===== src/rtl/core/spat_pkg.sv =====
`default_nettype none

package spat_pkg;

  // Table depths
  localparam int GDT_DEPTH  = 256;
  localparam int LDT_DEPTH  = 256;
  localparam int DIR_DEPTH  = 1024;
  localparam int PTAB_DEPTH = 1024;

  localparam int GDT_AW  = (GDT_DEPTH > 1) ? $clog2(GDT_DEPTH) : 1;
  localparam int LDT_AW  = (LDT_DEPTH > 1) ? $clog2(LDT_DEPTH) : 1;
  localparam int DIR_AW  = (DIR_DEPTH > 1) ? $clog2(DIR_DEPTH) : 1;
  localparam int PTAB_AW = (PTAB_DEPTH > 1) ? $clog2(PTAB_DEPTH) : 1;

  // Command queue between front and back
  localparam int QUEUE_DEPTH = 2;
  localparam int QPTR_W      = (QUEUE_DEPTH > 1) ? $clog2(QUEUE_DEPTH) : 1;
  localparam int QCNT_W      = $clog2(QUEUE_DEPTH + 1);

  // Descriptor layout
  localparam int DESC_P_BIT       = 47;
  localparam int DESC_LIM_HI_LSB  = 48;
  localparam int DESC_G_BIT       = 55;
  localparam int DESC_BASE_HI_LSB = 56;
  localparam int DESC_BASE_LO_LSB = 16;

  // Linear address split
  localparam int DIR_SHIFT  = 22;
  localparam int PAGE_SHIFT = 12;

  localparam int SEL_IDX_W = 13;
  localparam int PTE_W     = 21;

  // Opcodes
  localparam logic [2:0] OP_TRANSLATE = 3'd0;
  localparam logic [2:0] OP_WR_GDT    = 3'd1;
  localparam logic [2:0] OP_WR_LDT    = 3'd2;
  localparam logic [2:0] OP_WR_DIR    = 3'd3;
  localparam logic [2:0] OP_WR_PTAB   = 3'd4;

  // Configuration register indexes
  localparam logic [1:0] REG_GDT_COUNT  = 2'd0;
  localparam logic [1:0] REG_LDT_COUNT  = 2'd1;
  localparam logic [1:0] REG_DIR_COUNT  = 2'd2;
  localparam logic [1:0] REG_PTAB_COUNT = 2'd3;

  typedef enum logic [2:0] {
    FLT_OK     = 3'd0,
    FLT_NULL   = 3'd1,
    FLT_INDEX  = 3'd2,
    FLT_ABSENT = 3'd3,
    FLT_LIMIT  = 3'd4,
    FLT_DIR    = 3'd5,
    FLT_PAGE   = 3'd6
  } fault_t;

  typedef enum logic [2:0] {
    CMD_RESULT,
    CMD_LOOKUP,
    CMD_WR_GDT,
    CMD_WR_LDT,
    CMD_WR_DIR,
    CMD_WR_PTAB
  } cmd_kind_t;

  typedef enum logic [1:0] {
    B_IDLE,
    B_DESC,
    B_PAGE
  } back_state_t;

  typedef struct packed {
    cmd_kind_t              kind;
    fault_t                 fault;
    logic                   ti;
    logic [SEL_IDX_W-1:0]   sel_idx;
    logic [31:0]            seg_offset;
    logic [9:0]             entry_index;
    logic [63:0]            entry_data;
  } cmd_t;

  typedef struct packed {
    logic full;
    logic empty;
  } q_stat_t;

endpackage

`default_nettype wire


===== src/rtl/core/spat_queue.sv =====
`default_nettype none

module spat_queue (
  input  logic              clk,
  input  logic              rst_n,
  input  logic              push,
  input  spat_pkg::cmd_t    push_cmd,
  input  logic              pop,
  output spat_pkg::cmd_t    head,
  output spat_pkg::q_stat_t stat
);

  spat_pkg::cmd_t                slot_r [spat_pkg::QUEUE_DEPTH];
  logic [spat_pkg::QPTR_W-1:0]   wr_ptr_r, wr_ptr_nxt;
  logic [spat_pkg::QPTR_W-1:0]   rd_ptr_r, rd_ptr_nxt;
  logic [spat_pkg::QCNT_W-1:0]   cnt_r, cnt_nxt;

  assign head       = slot_r[rd_ptr_r];
  assign stat.full  = (cnt_r == spat_pkg::QCNT_W'(spat_pkg::QUEUE_DEPTH));
  assign stat.empty = (cnt_r == '0);

  always_comb begin
    wr_ptr_nxt = wr_ptr_r;
    rd_ptr_nxt = rd_ptr_r;
    cnt_nxt    = cnt_r;
    if (push) begin
      wr_ptr_nxt = (wr_ptr_r == spat_pkg::QPTR_W'(spat_pkg::QUEUE_DEPTH - 1)) ?
                   '0 : wr_ptr_r + 1'b1;
    end
    if (pop) begin
      rd_ptr_nxt = (rd_ptr_r == spat_pkg::QPTR_W'(spat_pkg::QUEUE_DEPTH - 1)) ?
                   '0 : rd_ptr_r + 1'b1;
    end
    case ({push, pop})
      2'b10:   cnt_nxt = cnt_r + 1'b1;
      2'b01:   cnt_nxt = cnt_r - 1'b1;
      default: cnt_nxt = cnt_r;
    endcase
  end

  always_ff @(posedge clk) begin
    if (!rst_n) begin
      wr_ptr_r <= '0;
      rd_ptr_r <= '0;
      cnt_r    <= '0;
    end else begin
      wr_ptr_r <= wr_ptr_nxt;
      rd_ptr_r <= rd_ptr_nxt;
      cnt_r    <= cnt_nxt;
    end
  end

  always_ff @(posedge clk) begin
    if (push) begin
      slot_r[wr_ptr_r] <= push_cmd;
    end
  end

endmodule

`default_nettype wire


===== config.mk =====
export PLATFORM = sky130hd
export DESIGN_NAME = spat_queue
export DESIGN_NICKNAME = d
export VERILOG_FILES = /design/src/rtl/core/spat_pkg.sv /design/src/rtl/core/spat_queue.sv
export SDC_FILE = /design/constraint.sdc
export NUM_CORES = 1
export LEC_CHECK = 0
export ABC_AREA = 1
export BUFFER_PORTS_ARGS = -buffer_cell sky130_fd_sc_hd__buf_2
export CAP_MARGIN = 20
export CORE_MARGIN = 2
export CORE_UTILIZATION = 45
export CTS_BUF_LIST = sky130_fd_sc_hd__clkbuf_4 sky130_fd_sc_hd__clkbuf_8
export CTS_CLUSTER_SIZE = 20
export DETAILED_ROUTE_END_ITERATION = 8
export PLACE_DENSITY_LB_ADDON = 0.3
export REMOVE_ABC_BUFFERS = 1
export SYNTH_ARGS = -nofsm -noshare
export SYNTH_HDL_FRONTEND = slang
export SYNTH_SLANG_ARGS = --single-unit

===== constraint.sdc =====
create_clock -name clk -period 11.9 [get_ports clk]
set_input_delay 2.38 -clock clk [delete_from_list [all_inputs] [get_ports clk]]
set_output_delay 2.38 -clock clk [all_outputs]
set_load 0.01 [all_outputs]

==> results.cfg, run 1 <==
[clocking]
cts_made_buffers = 41
cts_sinks = 257
clk_pin_slew_ns = 0.06
htree_levels = 2
holdBufCountCts = 0
clock-root-buffer = clkbuf_8
clk_path_buf_depth = 3
cts_tree = built
cts_resized = 0
post_cts_buffers = 0
clk_latency_ns = 0.51

[layout]
nets = 848
synthToLayoutAreaGrowth_pct = 25.1
multi_input_area_um2 = 1680
regArea_um2 = 7670
drive_gt1_frac = 0.605
n_fill_cell = 1652

[sta]
drv_slew = 0
setup-tns-final_ns = 0
max_slew_margin = 0.343
rsz0062_at_grt = false
hold_viol = 0
finClkSkew_ns = 0.0125
setup_viol = 0
max_freq_ghz = 0.187
period_minus_slack_ns = 5.35
min_period_over_period = 0.450
tightest_slew_ns = 0.985

[critical_path]
slowest_stage = dfxtp_4
path_max_fanout = 65
regToRegSetupSlack_ns = 9.51
worst_ep_arrival_time_ns = 2.97
crit_type = reg -> out
crit_required_ns = 9.52
cp_top_family = buffers and inverters
cp-end-kind = output pin
critPathMaxStageDelay_ns = 0.95
r2r_start = wr_ptr_r
r2r-end = slot_r[1][123]
ff2ff_path_depth = 3
cp-start-kind = register
crit_chain = buf_4, mux2_2, buf_2
crit_buf_inv = 2

[pwr]
p_int_w = 0.00154
pwr-share-clk = 0.367
ir_drop_v = 0.000105
combPwrFrac = 0.091
p_per_area_nw_per_um2 = 167
total_power_w = 0.00197
switching_share = 0.217
p_sw_w = 0.000428
pwr-share-seq = 0.541
total_leakage_power_nw = 4.57

[floorplanning]
die-area_um2 = 22200
die-height_um = 149
die_x_um = 149
placement_rows = 53
start_util = 0.455
core_area_um2 = 20800
ios = 258

[detailed_routing]
vias = 4883
post_drt_via_cell_ratio = 4.76
drtIter0Drc = 185
drc = 0
drtPass1Iterations = 4
ant_nets = 0
drt_wl_total_mm = 17.9
wl_per_cell_um = 17.5

[hold_path]
holdCritPathClass = reg -> reg
hold_start = rd_ptr_r
holdPathStages = 2

[placement]
gp_congestion = 0.736
port_buffers = 257
hpwl_mm = 11.5

[logic_synthesis]
synth_seq_cells = 257
synth_cell_types = 13
ys_seq_area_frac = 0.810
netlist_instances = 427
synth.cell_area_um2 = 9470
yosysWarnings = 0
avgSynthCellArea_um2 = 22.2

[job]
cap_violations = 0

[global_routing]
overflow = 0
first_global_vias = 5256
grt_max_degree = 73
grt_pass1_wl_mm = 26.7
grt_antenna_before_repair = 1
grt.total_usage = 0.156

[status]
status = complete, no violations
## cell usage after synthesis
library cell    n  share of area
dfxtp_1         5          0.011
buf_6           6         0.0071
mux2_2         86           0.10
mux2_4         40          0.063
ha_1            1         0.0013
nand2_1         8         0.0032
nand4_1         1        0.00066
o21ai_0         1        0.00053
inv_1           6         0.0024
edfxtp_1      252           0.80
buf_2           8         0.0042
nor2_1         12         0.0048
a21oi_1         1        0.00053
## flip-flops by register name, indices dropped and copies added, names as in the netlist, named ones only
signal	count
wr_ptr_r	1
cnt_r	2
slot_r	252
rd_ptr_r	1
## power groups by stage
stage | clock, W | sequential (W) | combinational (W)
2_1_floorplan | 0 | 0.00109 | 0.000103
6_report | 0.000725 | 0.00107 | 0.000180
3_3_place_gp | 0 | 0.00108 | 0.000177
5_1_grt | 0.000787 | 0.00107 | 0.000194
3_5_place_dp | 0 | 0.00109 | 0.000182
4_1_cts | 0.000745 | 0.00107 | 0.000183
## tightest hold or removal path, delay by kind of cell (launching register included)
family | cells | cell delay [ns]
simple gates | 2 | 0.13
flops | 1 | 0.32
## layout by cell type, fill, tap and decap left out
master        n
inv_1         5
mux2_2       86
clkinvlp_4    1
dfxtp_1       4
o21ai_0       1
nand4_1       1
bufinv_16     1
clkbuf_4     16
edfxtp_1    252
buf_2       257
clkbuf_8     43
mux2_4       40
nor2_1       11
clkinv_2      2
nor2_4        1
ha_1          1
nand2_1       8
buf_4         4
clkinv_1     12
dfxtp_4       1
inv_4         1
a21oi_1       1
diode_2       1
## logic make-up (layout without fill, tap and decap cells)
kind of cell / count (synthesis) / in the layout / share of synthesized area
adders and majority gates: 1 / 1 / 0.00132
DFF: 257 / 257 / 0.810
and+or+nand+nor: 21 / 21 / 0.00859
other: 0 / 1 / 0
AOI/OAI and AO/OA: 2 / 2 / 0.00106
buffers and inverters: 20 / 342 / 0.0137
muxes: 126 / 126 / 0.166
## cell type report
type | count | share of cell area
Timing Repair Buffer | 261 | 0.111
Inverter | 6 | 0.00211
Multi-Input combinational cell | 150 | 0.142
Tap cell | 275 | 0.0291
Clock inverter | 16 | 0.00782
Sequential cell | 257 | 0.648
Clock buffer | 59 | 0.0601
Antenna cell | 1 | 0.000211
## how the worst max path moves through the flow
stage,to,slack (ns),depth (start not counted)
floorplan,slot_r[0][0],3.57,2
global placement,head[15],7.08,3
detailed placement,head[115],7.02,3
CTS,head[115],6.43,3
global route,head[50],6.33,3
finish,head[115],6.55,3
## through the flow
stage | utilization | instance area, µm² | setup slack [ns] | hold slack, ns | std cells
after CTS | 0.569 | 11800 | 6.43 | 0.496 | 1024
after detailed placement | 0.530 | 11000 | 7.02 | 0.480 | 949
after global routing | 0.569 | 11800 | 6.33 | 0.532 | 1025
after floorplan | - | 9360 | 3.57 | 0.463 | 413
after global placement | 0.530 | 11000 | 7.08 | 0.478 | 949
final | 0.569 | 11800 | 6.55 | 0.494 | 1025
## metal layers
| layer | part of all wire | global-route usage | up-vias |
|---|---|---|---|
| li1 | - | - | 2264 |
| met1 | 0.41 | 0.187 | 2399 |
| met2 | 0.49 | 0.262 | 190 |
| met3 | 0.083 | 0.0535 | 30 |
| met4 | 0.020 | 0.0562 | 0 |
| met5 | 0 | 0 | - |
No activity file was read; power rests on OpenSTA's default activity.
==> run 2: changes to the inputs <==
ABC_AREA = 0   (was 1)
clock period = 5.44 ns   (was 11.9 ns; I/O delays follow)
==> run 2 against run 1 <==
  * Global-route usage decreased by 0.13 points
  * Critical path type unchanged
  * Clock skew increased by 0.0038 ns
  * Critical endpoint is now head[14]
  * Combinational power increased by 140%
  * Die area decreased by 0.17%
  * Design area decreased by 0.30%
  * Clock power increased by 110%
==> results.cfg, run 2 <==
[critical_path]
cp-start-kind = register
crit_type = reg -> out
crit_buf_inv = 2
cp-end-kind = output pin
path_max_fanout = 65
slowest_stage = dfxtp_4
cp_top_family = flip-flops
crit_chain = buf_12, mux2_2, buf_2
critPathMaxStageDelay_ns = 0.97
crit_required_ns = 4.35
worst_ep_arrival_time_ns = 2.53

[logic_synthesis]
yosysMostFrequentCell = edfxtp_1
synth_edf_count = 252
ys_async_sr_fraction = 0
synthFlopType = edfxtp_1
avgSynthCellArea_um2 = 22.8
ys_top_cells_by_area = edfxtp_1 (80%), mux2_2 (10%), mux2_4 (6.4%), dfxtp_1 (1.1%), buf_6 (0.60%)
synth_top_family_by_area = multiplexers
synth.cell_area_um2 = 9450
synth_top_area_frac = 0.800
synth.mux.area_fraction = 0.166
synth_common_cells = edfxtp_1 (252), mux2_2 (86), mux2_4 (40)
synth_area_leader_cell = edfxtp_1
yosysWarnings = 0
synth_seq_cells = 257
synthSimpleGateAreaFrac = 0.00569
synth_compound_area_frac = 0.00212
synth_cell_types = 18
netlist_instances = 414
synthAdderAreaFrac = 0.00132
synth_xor_area_frac = 0.00278
ys_seq_area_frac = 0.811

[floorplanning]
die-area_um2 = 22200
ios = 258
placement_rows = 53
start_util = 0.454
die_x_um = 149
core_area_um2 = 20800
die-height_um = 149

[pwr]
pwr-share-seq = 0.547
p_int_w = 0.00333
pwr-share-clk = 0.350
switching_share = 0.220
p_sw_w = 0.000940
total_leakage_power_nw = 4.52
combPwrFrac = 0.102
p_per_area_nw_per_um2 = 362
ir_drop_v = 0.000183

[clocking]
clk_path_buf_depth = 3
cts_resized = 0
htree_levels = 2
holdBufCountCts = 0
clk_pin_slew_ns = 0.06
clk_latency_ns = 0.52
cts_made_buffers = 41
cts_sinks = 257
cts_tree = built
post_cts_buffers = 0
clock-root-buffer = clkbuf_8

[layout]
n_fill_cell = 1619
fin_util = 0.567
largest_reg_flops = 252
top_register = slot_r
stdcell_area_um2 = 11800
n_antenna_cell = 0
top_regs = slot_r (252), cnt_r (2)
final_common_cell = buf_2
drive_gt1_frac = 0.616
layout_common_cells = buf_2 (257), edfxtp_1 (252), mux2_2 (86)
nets = 835
synthToLayoutAreaGrowth_pct = 24.9
stdcell_count = 1005

[detailed_routing]
ant_nets = 0
post_drt_via_cell_ratio = 4.75
vias = 4770
drtPass1Iterations = 4
drc = 0
drt_wl_total_mm = 17.8
drtIter0Drc = 200
wl_per_cell_um = 17.7

[sta]
tightest_slew_ns = 0.993
max_slew_margin = 0.338
setup_viol = 0
drv_slew = 0
period_minus_slack_ns = 3.62
finClkSkew_ns = 0.0164
hold_viol = 0
min_period_over_period = 0.665
rsz0062_at_grt = false
holdWs_ns = 0.531
max_freq_ghz = 0.276

[placement]
place_area_um2 = 11100
placedCellCount = 936
hpwl_mm = 11.4
port_buffers = 257
gp_congestion = 0.733

[hold_path]
holdCritPathClass = reg -> reg

[status]
status = complete, no violations

[global_routing]
grt.total_usage = 0.154
grt_max_degree = 127
overflow = 0
grt_antenna_before_repair = 0
grt_pass1_wl_mm = 26.4
first_global_vias = 5115

[job]
cap_violations = 0
-- run 2: kinds of logic after synthesis --
group / after synthesis
buf+inv: 15
flops: 257
fa+ha+maj: 1
mux: 126
compound gates: 3
simple gates: 9
xor+xnor: 3
-- run 2: area by class of cell --
class	count	area [µm²]	area share
multi-input combinational	142	1690	0.143
clock inverter	13	55.1	0.00466
tap	275	344	0.0291
clock buffer	56	689	0.0584
inverter	1	3.75	0.000318
sequential	257	7670	0.650
timing repair buffer	261	1350	0.115
-- run 2: worst paths after layout --
check                           slack, ns  depth (start not counted)  startpoint       endpoint
worst max-delay path                 1.82                          3    register       head[14]
worst max register to register       3.41                          2    wr_ptr_r  slot_r[0][44]
worst min register to register       0.53                          2    cnt_r[1]       cnt_r[1]
worst min-delay path                 0.53                          2    cnt_r[1]       cnt_r[1]
-- run 2: per-stage QoR --
step | total power, W | setup WS [ns] | TNS [ns]
2_1_floorplan | 0.00265 | -1.63 | -207.18
6_report | 0.00427 | 1.82 | 0
5_1_grt | 0.00445 | 1.68 | 0
3_5_place_dp | 0.00282 | 2.32 | 0
3_3_place_gp | 0.00281 | 2.35 | 0
4_1_cts | 0.00433 | 1.75 | 0
-- run 2: power groups by stage --
stage / Sequential (W) / Combinational (W) / Clock, W
2_1_floorplan: 0.00239 / 0.000258 / 0
3_3_place_gp: 0.00237 / 0.000436 / 0
3_5_place_dp: 0.00238 / 0.000445 / 0
4_1_cts: 0.00234 / 0.000447 / 0.00154
5_1_grt: 0.00235 / 0.000474 / 0.00163
6_report: 0.00234 / 0.000438 / 0.00150
-- run 2: routing by layer --
metal / vias to the layer above / wire length (µm) / share of wire / GRT usage
met5: - / 0 / 0 / 0
li1: 2226 / - / - / -
met4: 0 / 355 / 0.020 / 0.0538
met3: 33 / 1600 / 0.090 / 0.0532
met2: 190 / 8650 / 0.49 / 0.259
met1: 2321 / 7170 / 0.40 / 0.187
-- run 2: worst register-to-register path, stage by stage, from the launching register on --
cell     delay (ns)
dfxtp_1        0.34
nor2_4         0.78
buf_4          0.53
==> run 3: changes to the inputs <==
clock period = 3.2 ns   (was 5.44 ns; I/O delays follow)
==> run 3 against run 2 <==
  * Hold slack lost 0.23 ns
  * Design area grew 0.29%
  * Routed wire length shrank 0.65%
  * First-iteration DRC count shrank 31%
  * Combinational power grew 75%
  * Critical path depth is the same
  * Critical path type unchanged
==> results.cfg, run 3 (synthesis results as in run 2) <==
[sta]
fin_ws_ns = 0.384
period_minus_slack_ns = 2.82
finClkSkew_ns = 0.0189
drv_slew = 0
tightest_slew_ns = 0.569
min_period_over_period = 0.880
rsz0062_at_grt = false
max_freq_ghz = 0.355
setup-tns-final_ns = 0
setup_viol = 0
max_slew_margin = 0.621
hold_viol = 0

[detailed_routing]
drc = 0
ant_nets = 0
wl_per_cell_um = 17.5
drt_wl_total_mm = 17.7
post_drt_via_cell_ratio = 4.79
drtIter0Drc = 139
vias = 4828
drtPass1Iterations = 4

[global_routing]
grt.total_usage = 0.154
grt_max_degree = 95
grt_pass1_wl_mm = 26.4
use_met1 = 0.177
first_global_vias = 5163
overflow = 0
met2_usage = 0.262
busiest_layer = met2
grt_use_met3 = 0.0590
grt_antenna_before_repair = 0

[placement]
gp_congestion = 0.746
pre_cts_slack_ns = 0.891
hpwl_mm = 11.6
port_buffers = 257

[clocking]
cts_tree = built
clock-root-buffer = clkbuf_8
cts_sinks = 257
clk_pin_slew_ns = 0.06
clk_latency_ns = 0.52
clk_path_buf_depth = 3
holdBufCountCts = 0
htree_levels = 2
post_cts_buffers = 0
cts_made_buffers = 40
cts_resized = 0

[layout]
final_common_cell = buf_2
synthToLayoutAreaGrowth_pct = 25.3
top_regs = slot_r (252), cnt_r (2)
top_register = slot_r
drive_gt1_frac = 0.624
largest_reg_flops = 252
n_antenna_cell = 0
layout_common_cells = buf_2 (257), edfxtp_1 (252), mux2_2 (86)
nets = 840

[pwr]
p_per_area_nw_per_um2 = 613
ir_drop_v = 0.000386
total_leakage_power_nw = 4.55

[floorplanning]
start_util = 0.454
placement_rows = 53
core_area_um2 = 20800
ios = 258
die-area_um2 = 22200
die_x_um = 149
die-height_um = 149

[critical_path]
worst_ep_arrival_time_ns = 2.18
cp-start-kind = register
cp-end-kind = output pin
crit_type = reg -> out
path_max_fanout = 33
crit_required_ns = 2.56

[status]
status = complete, no violations

[job]
cap_violations = 0

[hold_path]
holdCritPathClass = in -> reg
## run 3: cell types whose count changed in the layout (fill, tap and decap cells not counted), moves of 2 or more
cell	delta
buf_4	+6
clkbuf_4	+4
clkinv_1	-5
clkinv_2	-2
## run 3: critical path: stages (launching register included)
cell and delay (ns):
dfxtp_4 0.71, buf_4 0.41, mux2_2 0.38, buf_2 0.14
## run 3: where the power goes
part | internal, W | leakage, nW | switching [W]
combinational | 0.000389 | 1.75 | 0.000379
sequential | 0.00389 | 2.41 | 0.0000625
clock | 0.00140 | 0.393 | 0.00114
## run 3: area by class of cell
cell class / count / area (µm²)
clock inverter: 6 / 27.5
fill: 1614 / 8980
timing repair buffer: 267 / 1400
multi-input combinational: 142 / 1690
inverter: 1 / 3.75
sequential: 257 / 7670
tap: 275 / 344
clock buffer: 59 / 706
## run 3: path summary, 6_finish.rpt
path                       from        endpoint  slack, ns  cells past startpoint
setup reg to reg       wr_ptr_r   slot_r[1][34]       1.59                      2
hold reg to reg        cnt_r[1]        cnt_r[1]       0.52                      2
hold / removal    push_cmd[124]  slot_r[1][124]       0.30                      1
setup / recovery       register        head[45]       0.38                      3
## run 3: per-stage QoR
step                      cells  total power, W  hold WS [ns]   util  instance area (µm²)
after floorplan             400         0.00450         0.466      -                 9350
after global routing       1007         0.00758         0.263  0.569                11800
final                      1007         0.00726         0.303  0.569                11800
after CTS                  1007         0.00737         0.264  0.569                11800
after global placement      942         0.00478         0.481  0.534                11100
after detailed placement    942         0.00481         0.513  0.534                11100
## run 3: per-layer routing
layer | up-vias | part of all wire
met5 | - | 0
met4 | 0 | 0.026
met3 | 38 | 0.098
met2 | 214 | 0.49
met1 | 2336 | 0.38
li1 | 2240 | -
