`config.mk`:
```
export PLATFORM = sky130hd
export DESIGN_NAME = spat_front_flat
export DESIGN_NICKNAME = d
export VERILOG_FILES = /design/src/rtl/core/spat_pkg.sv /design/src/rtl/core/spat_if.sv /design/src/rtl/core/spat_front.sv /design/src/flat_wrapper.sv
export SDC_FILE = /design/constraint.sdc
export NUM_CORES = 1
export LEC_CHECK = 0
export ABC_CLOCK_PERIOD_IN_PS = 5100
export BUFFER_PORTS_ARGS = -buffer_cell sky130_fd_sc_hd__buf_2
export CAP_MARGIN = 20
export CELL_PAD_IN_SITES_DETAIL_PLACEMENT = 1
export CELL_PAD_IN_SITES_GLOBAL_PLACEMENT = 1
export CORE_AREA = 2 2 106 108
export DETAILED_ROUTE_END_ITERATION = 12
export DIE_AREA = 0 0 108 110
export PLACE_DENSITY = 0.85
export REMOVE_ABC_BUFFERS = 1
export SYNTH_ARGS = -nofsm -noshare
export SYNTH_HDL_FRONTEND = slang
export SYNTH_SLANG_ARGS = --single-unit
export TNS_END_PERCENT = 1
```
`constraint.sdc`:
```
create_clock -name vclk -period 5.1
set_clock_uncertainty 0.15 [all_clocks]
set_input_delay 0.765 -clock vclk [all_inputs]
set_output_delay 0.765 -clock vclk [all_outputs]
set_load 0.02 [all_outputs]
```
`src/rtl/core/spat_pkg.sv`:
```
`default_nettype none

package spat_pkg;

  // Table depths
  localparam int GDT_DEPTH  = 256;
  localparam int LDT_DEPTH  = 256;
  localparam int DIR_DEPTH  = 1024;
  localparam int PTAB_DEPTH = 1024;

  localparam int GDT_AW  = (GDT_DEPTH > 1) ? $clog2(GDT_DEPTH) : 1;
  localparam int LDT_AW  = (LDT_DEPTH > 1) ? $clog2(LDT_DEPTH) : 1;
  localparam int DIR_AW  = (DIR_DEPTH > 1) ? $clog2(DIR_DEPTH) : 1;
  localparam int PTAB_AW = (PTAB_DEPTH > 1) ? $clog2(PTAB_DEPTH) : 1;

  // Command queue between front and back
  localparam int QUEUE_DEPTH = 2;
  localparam int QPTR_W      = (QUEUE_DEPTH > 1) ? $clog2(QUEUE_DEPTH) : 1;
  localparam int QCNT_W      = $clog2(QUEUE_DEPTH + 1);

  // Descriptor layout
  localparam int DESC_P_BIT       = 47;
  localparam int DESC_LIM_HI_LSB  = 48;
  localparam int DESC_G_BIT       = 55;
  localparam int DESC_BASE_HI_LSB = 56;
  localparam int DESC_BASE_LO_LSB = 16;

  // Linear address split
  localparam int DIR_SHIFT  = 22;
  localparam int PAGE_SHIFT = 12;

  localparam int SEL_IDX_W = 13;
  localparam int PTE_W     = 21;

  // Opcodes
  localparam logic [2:0] OP_TRANSLATE = 3'd0;
  localparam logic [2:0] OP_WR_GDT    = 3'd1;
  localparam logic [2:0] OP_WR_LDT    = 3'd2;
  localparam logic [2:0] OP_WR_DIR    = 3'd3;
  localparam logic [2:0] OP_WR_PTAB   = 3'd4;

  // Configuration register indexes
  localparam logic [1:0] REG_GDT_COUNT  = 2'd0;
  localparam logic [1:0] REG_LDT_COUNT  = 2'd1;
  localparam logic [1:0] REG_DIR_COUNT  = 2'd2;
  localparam logic [1:0] REG_PTAB_COUNT = 2'd3;

  typedef enum logic [2:0] {
    FLT_OK     = 3'd0,
    FLT_NULL   = 3'd1,
    FLT_INDEX  = 3'd2,
    FLT_ABSENT = 3'd3,
    FLT_LIMIT  = 3'd4,
    FLT_DIR    = 3'd5,
    FLT_PAGE   = 3'd6
  } fault_t;

  typedef enum logic [2:0] {
    CMD_RESULT,
    CMD_LOOKUP,
    CMD_WR_GDT,
    CMD_WR_LDT,
    CMD_WR_DIR,
    CMD_WR_PTAB
  } cmd_kind_t;

  typedef enum logic [1:0] {
    B_IDLE,
    B_DESC,
    B_PAGE
  } back_state_t;

  typedef struct packed {
    cmd_kind_t              kind;
    fault_t                 fault;
    logic                   ti;
    logic [SEL_IDX_W-1:0]   sel_idx;
    logic [31:0]            seg_offset;
    logic [9:0]             entry_index;
    logic [63:0]            entry_data;
  } cmd_t;

  typedef struct packed {
    logic full;
    logic empty;
  } q_stat_t;

endpackage

`default_nettype wire

```
`src/rtl/core/spat_if.sv`:
```
`default_nettype none

interface spat_in_if;
  logic        valid;
  logic        ready;
  logic [2:0]  opcode;
  logic [9:0]  entry_index;
  logic [63:0] entry_data;
  logic [15:0] selector;
  logic [31:0] seg_offset;

  modport source (output valid, opcode, entry_index, entry_data, selector, seg_offset,
                  input ready);
  modport sink (input valid, opcode, entry_index, entry_data, selector, seg_offset,
                output ready);
endinterface


`default_nettype wire

```
`src/rtl/core/spat_front.sv`:
```
`default_nettype none

module spat_front (
  spat_in_if.sink          in_ch,
  input  logic [8:0]       gdt_count,
  input  logic [8:0]       ldt_count,
  input  spat_pkg::q_stat_t q_stat,
  output logic             push,
  output spat_pkg::cmd_t   push_cmd
);

  logic                            ti;
  logic [spat_pkg::SEL_IDX_W-1:0]  idx;
  logic                            idx_bad;

  assign in_ch.ready = !q_stat.full;
  assign push        = in_ch.valid && !q_stat.full;

  assign ti  = in_ch.selector[2];
  assign idx = in_ch.selector[15:3];

  always_comb begin
    if (ti) begin
      idx_bad = (idx >= {4'b0, ldt_count}) || ({1'b0, idx} >= 14'(spat_pkg::LDT_DEPTH));
    end else begin
      idx_bad = (idx >= {4'b0, gdt_count}) || ({1'b0, idx} >= 14'(spat_pkg::GDT_DEPTH));
    end
  end

  always_comb begin
    push_cmd.kind        = spat_pkg::CMD_RESULT;
    push_cmd.fault       = spat_pkg::FLT_OK;
    push_cmd.ti          = ti;
    push_cmd.sel_idx     = idx;
    push_cmd.seg_offset  = in_ch.seg_offset;
    push_cmd.entry_index = in_ch.entry_index;
    push_cmd.entry_data  = in_ch.entry_data;
    case (in_ch.opcode)
      spat_pkg::OP_TRANSLATE: begin
        if (in_ch.selector == 16'd0 || (!ti && idx == '0)) begin
          push_cmd.fault = spat_pkg::FLT_NULL;
        end else if (idx_bad) begin
          push_cmd.fault = spat_pkg::FLT_INDEX;
        end else begin
          push_cmd.kind = spat_pkg::CMD_LOOKUP;
        end
      end
      // writes past the end of a table are dropped but still answered
      spat_pkg::OP_WR_GDT: begin
        if ({4'b0, in_ch.entry_index} < 14'(spat_pkg::GDT_DEPTH)) begin
          push_cmd.kind = spat_pkg::CMD_WR_GDT;
        end
      end
      spat_pkg::OP_WR_LDT: begin
        if ({4'b0, in_ch.entry_index} < 14'(spat_pkg::LDT_DEPTH)) begin
          push_cmd.kind = spat_pkg::CMD_WR_LDT;
        end
      end
      spat_pkg::OP_WR_DIR: begin
        if ({1'b0, in_ch.entry_index} < 11'(spat_pkg::DIR_DEPTH)) begin
          push_cmd.kind = spat_pkg::CMD_WR_DIR;
        end
      end
      spat_pkg::OP_WR_PTAB: begin
        if ({1'b0, in_ch.entry_index} < 11'(spat_pkg::PTAB_DEPTH)) begin
          push_cmd.kind = spat_pkg::CMD_WR_PTAB;
        end
      end
      default: ;
    endcase
  end

endmodule

`default_nettype wire

```
`src/flat_wrapper.sv`:
```
// flat-port wrapper written by rule: the top's interface ports become plain ports
module spat_front_flat 
  (gdt_count, ldt_count, q_stat, push, push_cmd, in_ch_valid, in_ch_opcode, in_ch_entry_index, in_ch_entry_data, in_ch_selector, in_ch_seg_offset, in_ch_ready);
  spat_in_if in_ch_i ();
  input  logic [8:0] gdt_count;
  input  logic [8:0] ldt_count;
  input  spat_pkg::q_stat_t q_stat;
  output logic push;
  output spat_pkg::cmd_t push_cmd;
  input wire logic [$bits(in_ch_i.valid)-1:0] in_ch_valid;
  input wire logic [$bits(in_ch_i.opcode)-1:0] in_ch_opcode;
  input wire logic [$bits(in_ch_i.entry_index)-1:0] in_ch_entry_index;
  input wire logic [$bits(in_ch_i.entry_data)-1:0] in_ch_entry_data;
  input wire logic [$bits(in_ch_i.selector)-1:0] in_ch_selector;
  input wire logic [$bits(in_ch_i.seg_offset)-1:0] in_ch_seg_offset;
  output wire logic [$bits(in_ch_i.ready)-1:0] in_ch_ready;
  assign in_ch_i.valid = in_ch_valid;
  assign in_ch_i.opcode = in_ch_opcode;
  assign in_ch_i.entry_index = in_ch_entry_index;
  assign in_ch_i.entry_data = in_ch_entry_data;
  assign in_ch_i.selector = in_ch_selector;
  assign in_ch_i.seg_offset = in_ch_seg_offset;
  assign in_ch_ready = in_ch_i.ready;
  spat_front u_core (.in_ch(in_ch_i), .gdt_count(gdt_count), .ldt_count(ldt_count), .q_stat(q_stat), .push(push), .push_cmd(push_cmd));
endmodule
```
==> flow_summary.toml, run 1 <==
[status]
status = "completed"

[die]
die_x_um = 108
dieArea_mm2 = 0.01188
ios = 274
num_rows = 38
core_mm2 = 0.01070
initial_core_util_pct = 13.98
fp.dieH_um = 110

[cts]
cts_hold_buf = 0
cts_setup_buffers = 0
cts_resized = 0

[global_route]
grtUsageTotal_pct = 26.54
antenna_found_initial = 0
grt_busiest_layer = "met2"
grt_max_degree = 6
grtUsageMet3_pct = 38.04
grt_util_met1_pct = 7.495
grt_pass1_vias = 1094
grt-ovfl-total = 0
use_met2_pct = 54.18
grt_pass1_wl_um = 18350

[synth]
synth_area_leaders = "buf_4 (61%), ha_1 (15%), inv_1 (4.8%)"
synthDistinctLibCells = 27
yosys.area.top_type = "buf_4"
netlist_area_mm2 = 0.001495
synth.top_cell.area_share_pct = 60.75
yosysSeqAreaShare_pct = 0
synth_warnings = 0
synth.avg_cell_area_um2 = 7.258
syn_inst = 206

[timing]
max_freq_ghz = 0.3013
slew_violations = 0
final-setup-viol-count = 0
hold_viol_final = 0
fin_tns_setup_ns = 0
post-route-period-util_pct = 65.07
rsz0062_at_grt = "no"
layout_min_cycle_time_ns = 3.319

[pwr]
p_leak_nw = 0.5633
max-vdd-ir-drop_v = 0.00001704
totalPowerFinal_uw = 79.33
p_per_area_mw_per_mm2 = 73.98

[setup_path]
crit_arrival_ns = 2.40
end_kind = "output port"
cp.required_ns = 4.18
critical_path.startpoint_type = "input port"
path_class = "in2out"
path_max_fanout = 3

[cells_and_area]
antenna_cells = 0
fillers = 1305
nClkBuffers = 0
seq_cell_count = 0
layout_common_cells = "buf_2 (62), inv_1 (19), ha_1 (18)"
area_growth_pct = -28.28
drive_gt1_share_pct = 44.22
fin_nets = 313
seqCellArea_um2 = 0
multiInputGateArea_um2 = 515.5
final_common_cell = "buf_2"
layout.cells.non_filler = 287

[route]
drc = 0
vias = 1205
routedWlPerCell_um = 57.57
drtIter0Drc = 57
wirelength_um = 16520
antenna_left = 0
viasPerCell = 4.199
firstDrtPassIters = 4

[worst_hold_path]
holdCritPathClass = "in2out"

[placement]
dp_hpwl_um = 16220
place.gp.congestion = 0.9586
io_buffers = 62
place_inst = 287

[flow_run]
maxCapViolations = 0
## Yosys cell counts (all sizes together), types with 2 or more instances
cell type,n
buf,121
inv,19
ha,18
a21oi,6
nor3,5
nand2,4
nor2,4
o21ai,4
nand2b,3
nor4,3
a211oi,2
nand3,2
nor2b,2
## final cells by class
type / count / share of cell area [%]
Inverter: 19 / 6.651
Multi-Input combinational cell: 66 / 48.07
Tap cell: 140 / 16.34
Timing Repair Buffer: 62 / 28.94
## worst max-delay path, stage by stage
cell     delay, ns
buf_2         0.12
inv_1         0.07
ha_1          0.29
nor2_1        0.12
a21oi_1       0.10
o31ai_1       0.28
a21oi_1       0.18
o32ai_2       0.27
buf_2         0.21
## report_power, final
group	switching (mW)	leakage, nW	internal (mW)	total, mW
logic	0.0471	0.563	0.0323	0.0793
registers	0	0	0	0
clock network	0	0	0	0
## cells by family (layout without fill, tap and decap cells)
family / after synthesis / count (layout) / synth area share, %
buffers and inverters: 140 / 81 / 65.52
and+or+nand+nor: 29 / 29 / 10.54
adders and majority gates: 18 / 18 / 15.06
AOI/OAI and AO/OA: 17 / 17 / 8.034
other: 1 / 1 / 0.2508
xor gates and xnor gates: 1 / 1 / 0.5859
## metal layers
layer / up-vias / part of all wire [%]
met4: 2 / 3.2
met5: - / 0.42
met1: 506 / 11
met2: 248 / 55
met3: 26 / 30
li1: 423 / -
## path summary, 6_finish.rpt
kind	to	startpoint	slack, ns	cells after the start
setup / recovery	push_cmd[123]	in_ch_selector[3]	1.78	9
hold / removal	push_cmd[105]	in_ch_seg_offset[31]	1.38	0
## metrics by stage
step | area, um^2 | hold slack [ns] | worst slack (ns) | utilization [%]
after global routing | 1072 | 1.380 | 1.605 | 10.02
after detailed placement | 1072 | 1.380 | 1.766 | 10.02
after CTS | 1072 | 1.380 | 1.753 | 10.02
final | 1072 | 1.380 | 1.781 | 10.02
after floorplan | 586.8 | 1.380 | 1.857 | -
after global placement | 1072 | 1.380 | 1.818 | 10.02
No activity file was read; power rests on OpenSTA's default activity.
==> inputs of run 2 (changes only) <==
--- a/config.mk
+++ b/config.mk
@@ -5,7 +5,7 @@
 export SDC_FILE = /design/constraint.sdc
 export NUM_CORES = 1
 export LEC_CHECK = 0
-export ABC_CLOCK_PERIOD_IN_PS = 5100
+export ABC_CLOCK_PERIOD_IN_PS = 3150
 export BUFFER_PORTS_ARGS = -buffer_cell sky130_fd_sc_hd__buf_2
 export CAP_MARGIN = 20
 export CELL_PAD_IN_SITES_DETAIL_PLACEMENT = 1
==> constraint.sdc (replaced) <==
create_clock -name vclk -period 3.15
set_clock_uncertainty 0.15 [all_clocks]
set_input_delay 0.4725 -clock vclk [all_inputs]
set_output_delay 0.4725 -clock vclk [all_outputs]
set_load 0.02 [all_outputs]
==> run 2 against run 1 <==
Effect of this change: routed wire length down 0.71%; critical path depth down 1; global-route usage about the same; flip-flop and latch count is the same; power increased by 60%; sequential share of layout area unchanged; final cell count stayed put; worst setup slack worse by 1.4 ns; hold slack worse by 0.58 ns; core utilization did not move; critical endpoint is now push_cmd[121]; highest routed layer unchanged.
==> flow_summary.toml, run 2 (synthesized netlist as in run 1, its figures left out) <==
[route]
routedWlPerCell_um = 57.16
viasPerCell = 4.101
antenna_left = 0
drtIter0Drc = 38
vias = 1177
drc = 0
firstDrtPassIters = 4
wirelength_um = 16410

[placement]
dp_hpwl_um = 16150
place.gp.congestion = 0.9577
io_buffers = 62
place_inst = 287

[global_route]
grt_max_degree = 6
antenna_found_initial = 0
grtUsageTotal_pct = 26.51
grt_pass1_vias = 1087
grt-ovfl-total = 0
grt_pass1_wl_um = 18290

[timing]
max_freq_ghz = 0.3666
slew_violations = 0
maxSlewHeadroom_pct = 66.37
layout_min_cycle_time_ns = 2.728
hold_viol_final = 0
rsz0062_at_grt = "no"
worst_pin_slew_ns = 0.4998
final-setup-viol-count = 0
fin_tns_setup_ns = 0
post-route-period-util_pct = 86.60

[cells_and_area]
nClkBuffers = 0
final_util_pct = 10.02
layout_common_cells = "buf_2 (62), inv_1 (19), ha_1 (18)"
area_growth_pct = -28.28
fin_nets = 313
seqCellArea_um2 = 0
seq_cell_count = 0
layout.cells.non_filler = 287
antenna_cells = 0
drive_gt1_share_pct = 44.22
final_common_cell = "buf_2"

[die]
core_mm2 = 0.01070
dieArea_mm2 = 0.01188
ios = 274
die_x_um = 108
num_rows = 38
initial_core_util_pct = 13.98
fp.dieH_um = 110

[worst_hold_path]
min_to = "push_cmd[105]"
min_path_cells = 0
holdCritPathClass = "in2out"
hold_start = "in_ch_seg_offset[31]"

[setup_path]
end_kind = "output port"
crit_arrival_ns = 2.11
path_class = "in2out"
critical_path.startpoint_type = "input port"
cp.required_ns = 2.53
path_max_fanout = 5
cp-startpoint = "in_ch_selector[11]"

[pwr]
max-vdd-ir-drop_v = 0.00003519
p_per_area_mw_per_mm2 = 118.5
p_leak_nw = 0.5633

[cts]
cts_resized = 0
cts_hold_buf = 0
cts_setup_buffers = 0

[flow_run]
maxCapViolations = 0

[status]
status = "completed"
[run 2: how the worst max path moves through the flow]
stage          slack (ns)       endpoint  cells after the start
3_3_place_gp         0.46  push_cmd[121]                      8
2_1_floorplan        0.49  push_cmd[121]                      7
6_report             0.42  push_cmd[121]                      8
4_1_cts              0.42  push_cmd[121]                      8
5_1_grt              0.32  push_cmd[121]                      8
3_5_place_dp         0.43  push_cmd[121]                      8
[run 2: power breakdown]
| part | internal [mW] | total (mW) | switching [mW] |
|---|---|---|---|
| registers | 0 | 0 | 0 |
| clock network | 0 | 0 | 0 |
| logic | 0.0521 | 0.127 | 0.0749 |
| total | 0.0521 | 0.127 | 0.0749 |
[run 2: through the flow]
step	power [mW]	worst slack, ns	instance area, um^2	hold WS [ns]
6_report	0.1270	0.4220	1072	0.7953
4_1_cts	0.1283	0.4176	1072	0.7954
3_5_place_dp	0.1278	0.4309	1072	0.7954
2_1_floorplan	0.04985	0.4924	586.8	0.7950
5_1_grt	0.1432	0.3215	1072	0.7951
3_3_place_gp	0.1212	0.4578	1072	0.7954
[run 2: cell type report]
cell class	count	area, um^2
multi-input cells	66	515.5
well taps	140	175.2
fillers	1311	9625
inverters	19	71.32
repair buffers	62	310.3
[run 2: per-layer routing]
layer,GRT usage [%],part of all wire (%),routed length [um]
met1,7.882,11,1790
met3,37.98,30,4930
met2,54.58,56,9174
met5,4.018,0.39,64
met4,4.487,2.7,445
[run 2: critical path: stages]
cell       delay (ns)
buf_2            0.14
ha_1             0.31
nand4_1          0.15
o2111ai_1        0.22
a211oi_1         0.07
a21oi_1          0.27
nor4b_1          0.27
buf_2            0.22
==> inputs of run 3 (changes only) <==
--- a/config.mk
+++ b/config.mk
@@ -5,14 +5,16 @@
 export SDC_FILE = /design/constraint.sdc
 export NUM_CORES = 1
 export LEC_CHECK = 0
+export ABC_AREA = 0
 export ABC_CLOCK_PERIOD_IN_PS = 3150
-export BUFFER_PORTS_ARGS = -buffer_cell sky130_fd_sc_hd__buf_2
+export BUFFER_PORTS_ARGS = -buffer_cell sky130_fd_sc_hd__buf_4
 export CAP_MARGIN = 20
 export CELL_PAD_IN_SITES_DETAIL_PLACEMENT = 1
 export CELL_PAD_IN_SITES_GLOBAL_PLACEMENT = 1
 export CORE_AREA = 2 2 106 108
 export DETAILED_ROUTE_END_ITERATION = 12
 export DIE_AREA = 0 0 108 110
+export GPL_TIMING_DRIVEN = 0
 export PLACE_DENSITY = 0.85
 export REMOVE_ABC_BUFFERS = 1
 export SYNTH_ARGS = -nofsm -noshare
==> run 3 against run 2 <==
Effect of this change: clock-buffer cell count did not move; via count fell by 0.25%; worst setup slack got worse by 0.033 ns; core utilization rose by 1.5 points; non-clock buffer count did not move; design area rose by 14%; hold slack barely moved; routed wire length rose by 0.94%; power rose by 19%; largest power group unchanged; critical endpoint is now push_cmd[120].
==> flow_summary.toml, run 3 (synthesized netlist as in run 1, its figures left out) <==
[route]
firstDrtPassIters = 4
drtIter0Drc = 46
routedWlPerCell_um = 57.70
antenna_left = 0
viasPerCell = 4.091
vias = 1174
drc = 0
wirelength_um = 16560

[timing]
worst_pin_slew_ns = 0.5917
final-setup-viol-count = 0
fin_tns_setup_ns = 0
rsz0062_at_grt = "no"
hold_ws_ns = 0.7953
maxSlewHeadroom_pct = 60.19
post-route-period-util_pct = 87.67
layout_min_cycle_time_ns = 2.761
hold_viol_final = 0
slew_violations = 0
max_freq_ghz = 0.3621
setup_ws_ns = 0.3885

[pwr]
max-vdd-ir-drop_v = 0.00003338
p_leak_nw = 0.6128
totalPowerFinal_uw = 150.8
p_per_area_mw_per_mm2 = 122.8

[cells_and_area]
stdcell_area_mm2 = 0.001227
multiInputGateArea_um2 = 515.5
antenna_cells = 0
seq_cell_count = 0
drive_gt1_share_pct = 44.22
area_growth_pct = -17.91
seqCellArea_um2 = 0
final_common_cell = "buf_4"
fillers = 1300
nClkBuffers = 0
fin_nets = 313
layout_common_cells = "buf_4 (62), inv_1 (19), ha_1 (18)"

[setup_path]
path_cells = "buf_4 > nor4_1 > nand2_1 > nor3_1 > nor3b_1 > buf_4"
crit_cells = 6
slowest_stage = "nor4_1"
cp_common_cell = "buf_4"
path_max_fanout = 4
path_class = "in2out"
end_kind = "output port"
cp.required_ns = 2.53
crit_end = "push_cmd[120]"
critical_path.startpoint_type = "input port"
crit_arrival_ns = 2.14
path_delay_family = "simple AND/OR/NAND/NOR gates"
cp-startpoint = "in_ch_selector[4]"
path_buf_inv = 2
slowest_delay_ns = 0.55

[cts]
cts_resized = 0
cts_setup_buffers = 0
cts_hold_buf = 0

[die]
dieArea_mm2 = 0.01188
num_rows = 38
die_x_um = 108
initial_core_util_pct = 13.98
core_mm2 = 0.01070
fp.dieH_um = 110
ios = 274

[global_route]
grt_pass1_vias = 1171
grt_max_degree = 6
grt_pass1_wl_um = 18620
antenna_found_initial = 0
grt-ovfl-total = 0
grtUsageTotal_pct = 26.74

[worst_hold_path]
holdCritPathClass = "in2out"

[placement]
place.gp.congestion = 0.9585
dp_slack_ns = 0.4095
dpl_cell_area_mm2 = 0.001227
dp_hpwl_um = 16240
io_buffers = 62

[flow_run]
maxCapViolations = 0

[status]
status = "completed"
[run 3: final cells by class]
class / count / share of cell area, %
Timing Repair Buffer: 62 / 37.92
Inverter: 19 / 5.810
Multi-Input combinational cell: 66 / 42.00
Tap cell: 140 / 14.27
[run 3: where the power goes]
| part | leakage [nW] | total (mW) | internal [mW] | switching [mW] |
|---|---|---|---|---|
| sequential | 0 | 0 | 0 | 0 |
| clock | 0 | 0 | 0 | 0 |
| combinational | 0.613 | 0.151 | 0.0742 | 0.0766 |
| total | 0.613 | 0.151 | 0.0742 | 0.0766 |
[run 3: through the flow]
step | util [%] | cells
6_report | 11.47 | 287
5_1_grt | 11.47 | 287
4_1_cts | 11.47 | 287
3_5_place_dp | 11.47 | 287
3_3_place_gp | 11.47 | 287
2_1_floorplan | - | 85
[run 3: how the worst min path moves through the flow]
| stage | from | end | slack [ns] | cells after the start |
|---|---|---|---|---|
| 2_1_floorplan | in_ch_entry_data[0] | push_cmd[0] | 0.80 | 0 |
| 3_3_place_gp | in_ch_entry_data[41] | push_cmd[41] | 0.80 | 0 |
| 3_5_place_dp | in_ch_entry_data[41] | push_cmd[41] | 0.80 | 0 |
| 4_1_cts | in_ch_entry_data[41] | push_cmd[41] | 0.80 | 0 |
| 5_1_grt | in_ch_seg_offset[31] | push_cmd[105] | 0.80 | 0 |
| 6_report | in_ch_seg_offset[31] | push_cmd[105] | 0.80 | 0 |
[run 3: per-layer routing]
layer / vias to the layer above / wire length (um) / GRT usage (%)
met4: 2 / 674 / 8.242
met1: 475 / 1897 / 8.163
li1: 423 / - / -
met2: 250 / 9041 / 53.59
met3: 24 / 4877 / 37.45
met5: - / 69 / 4.464
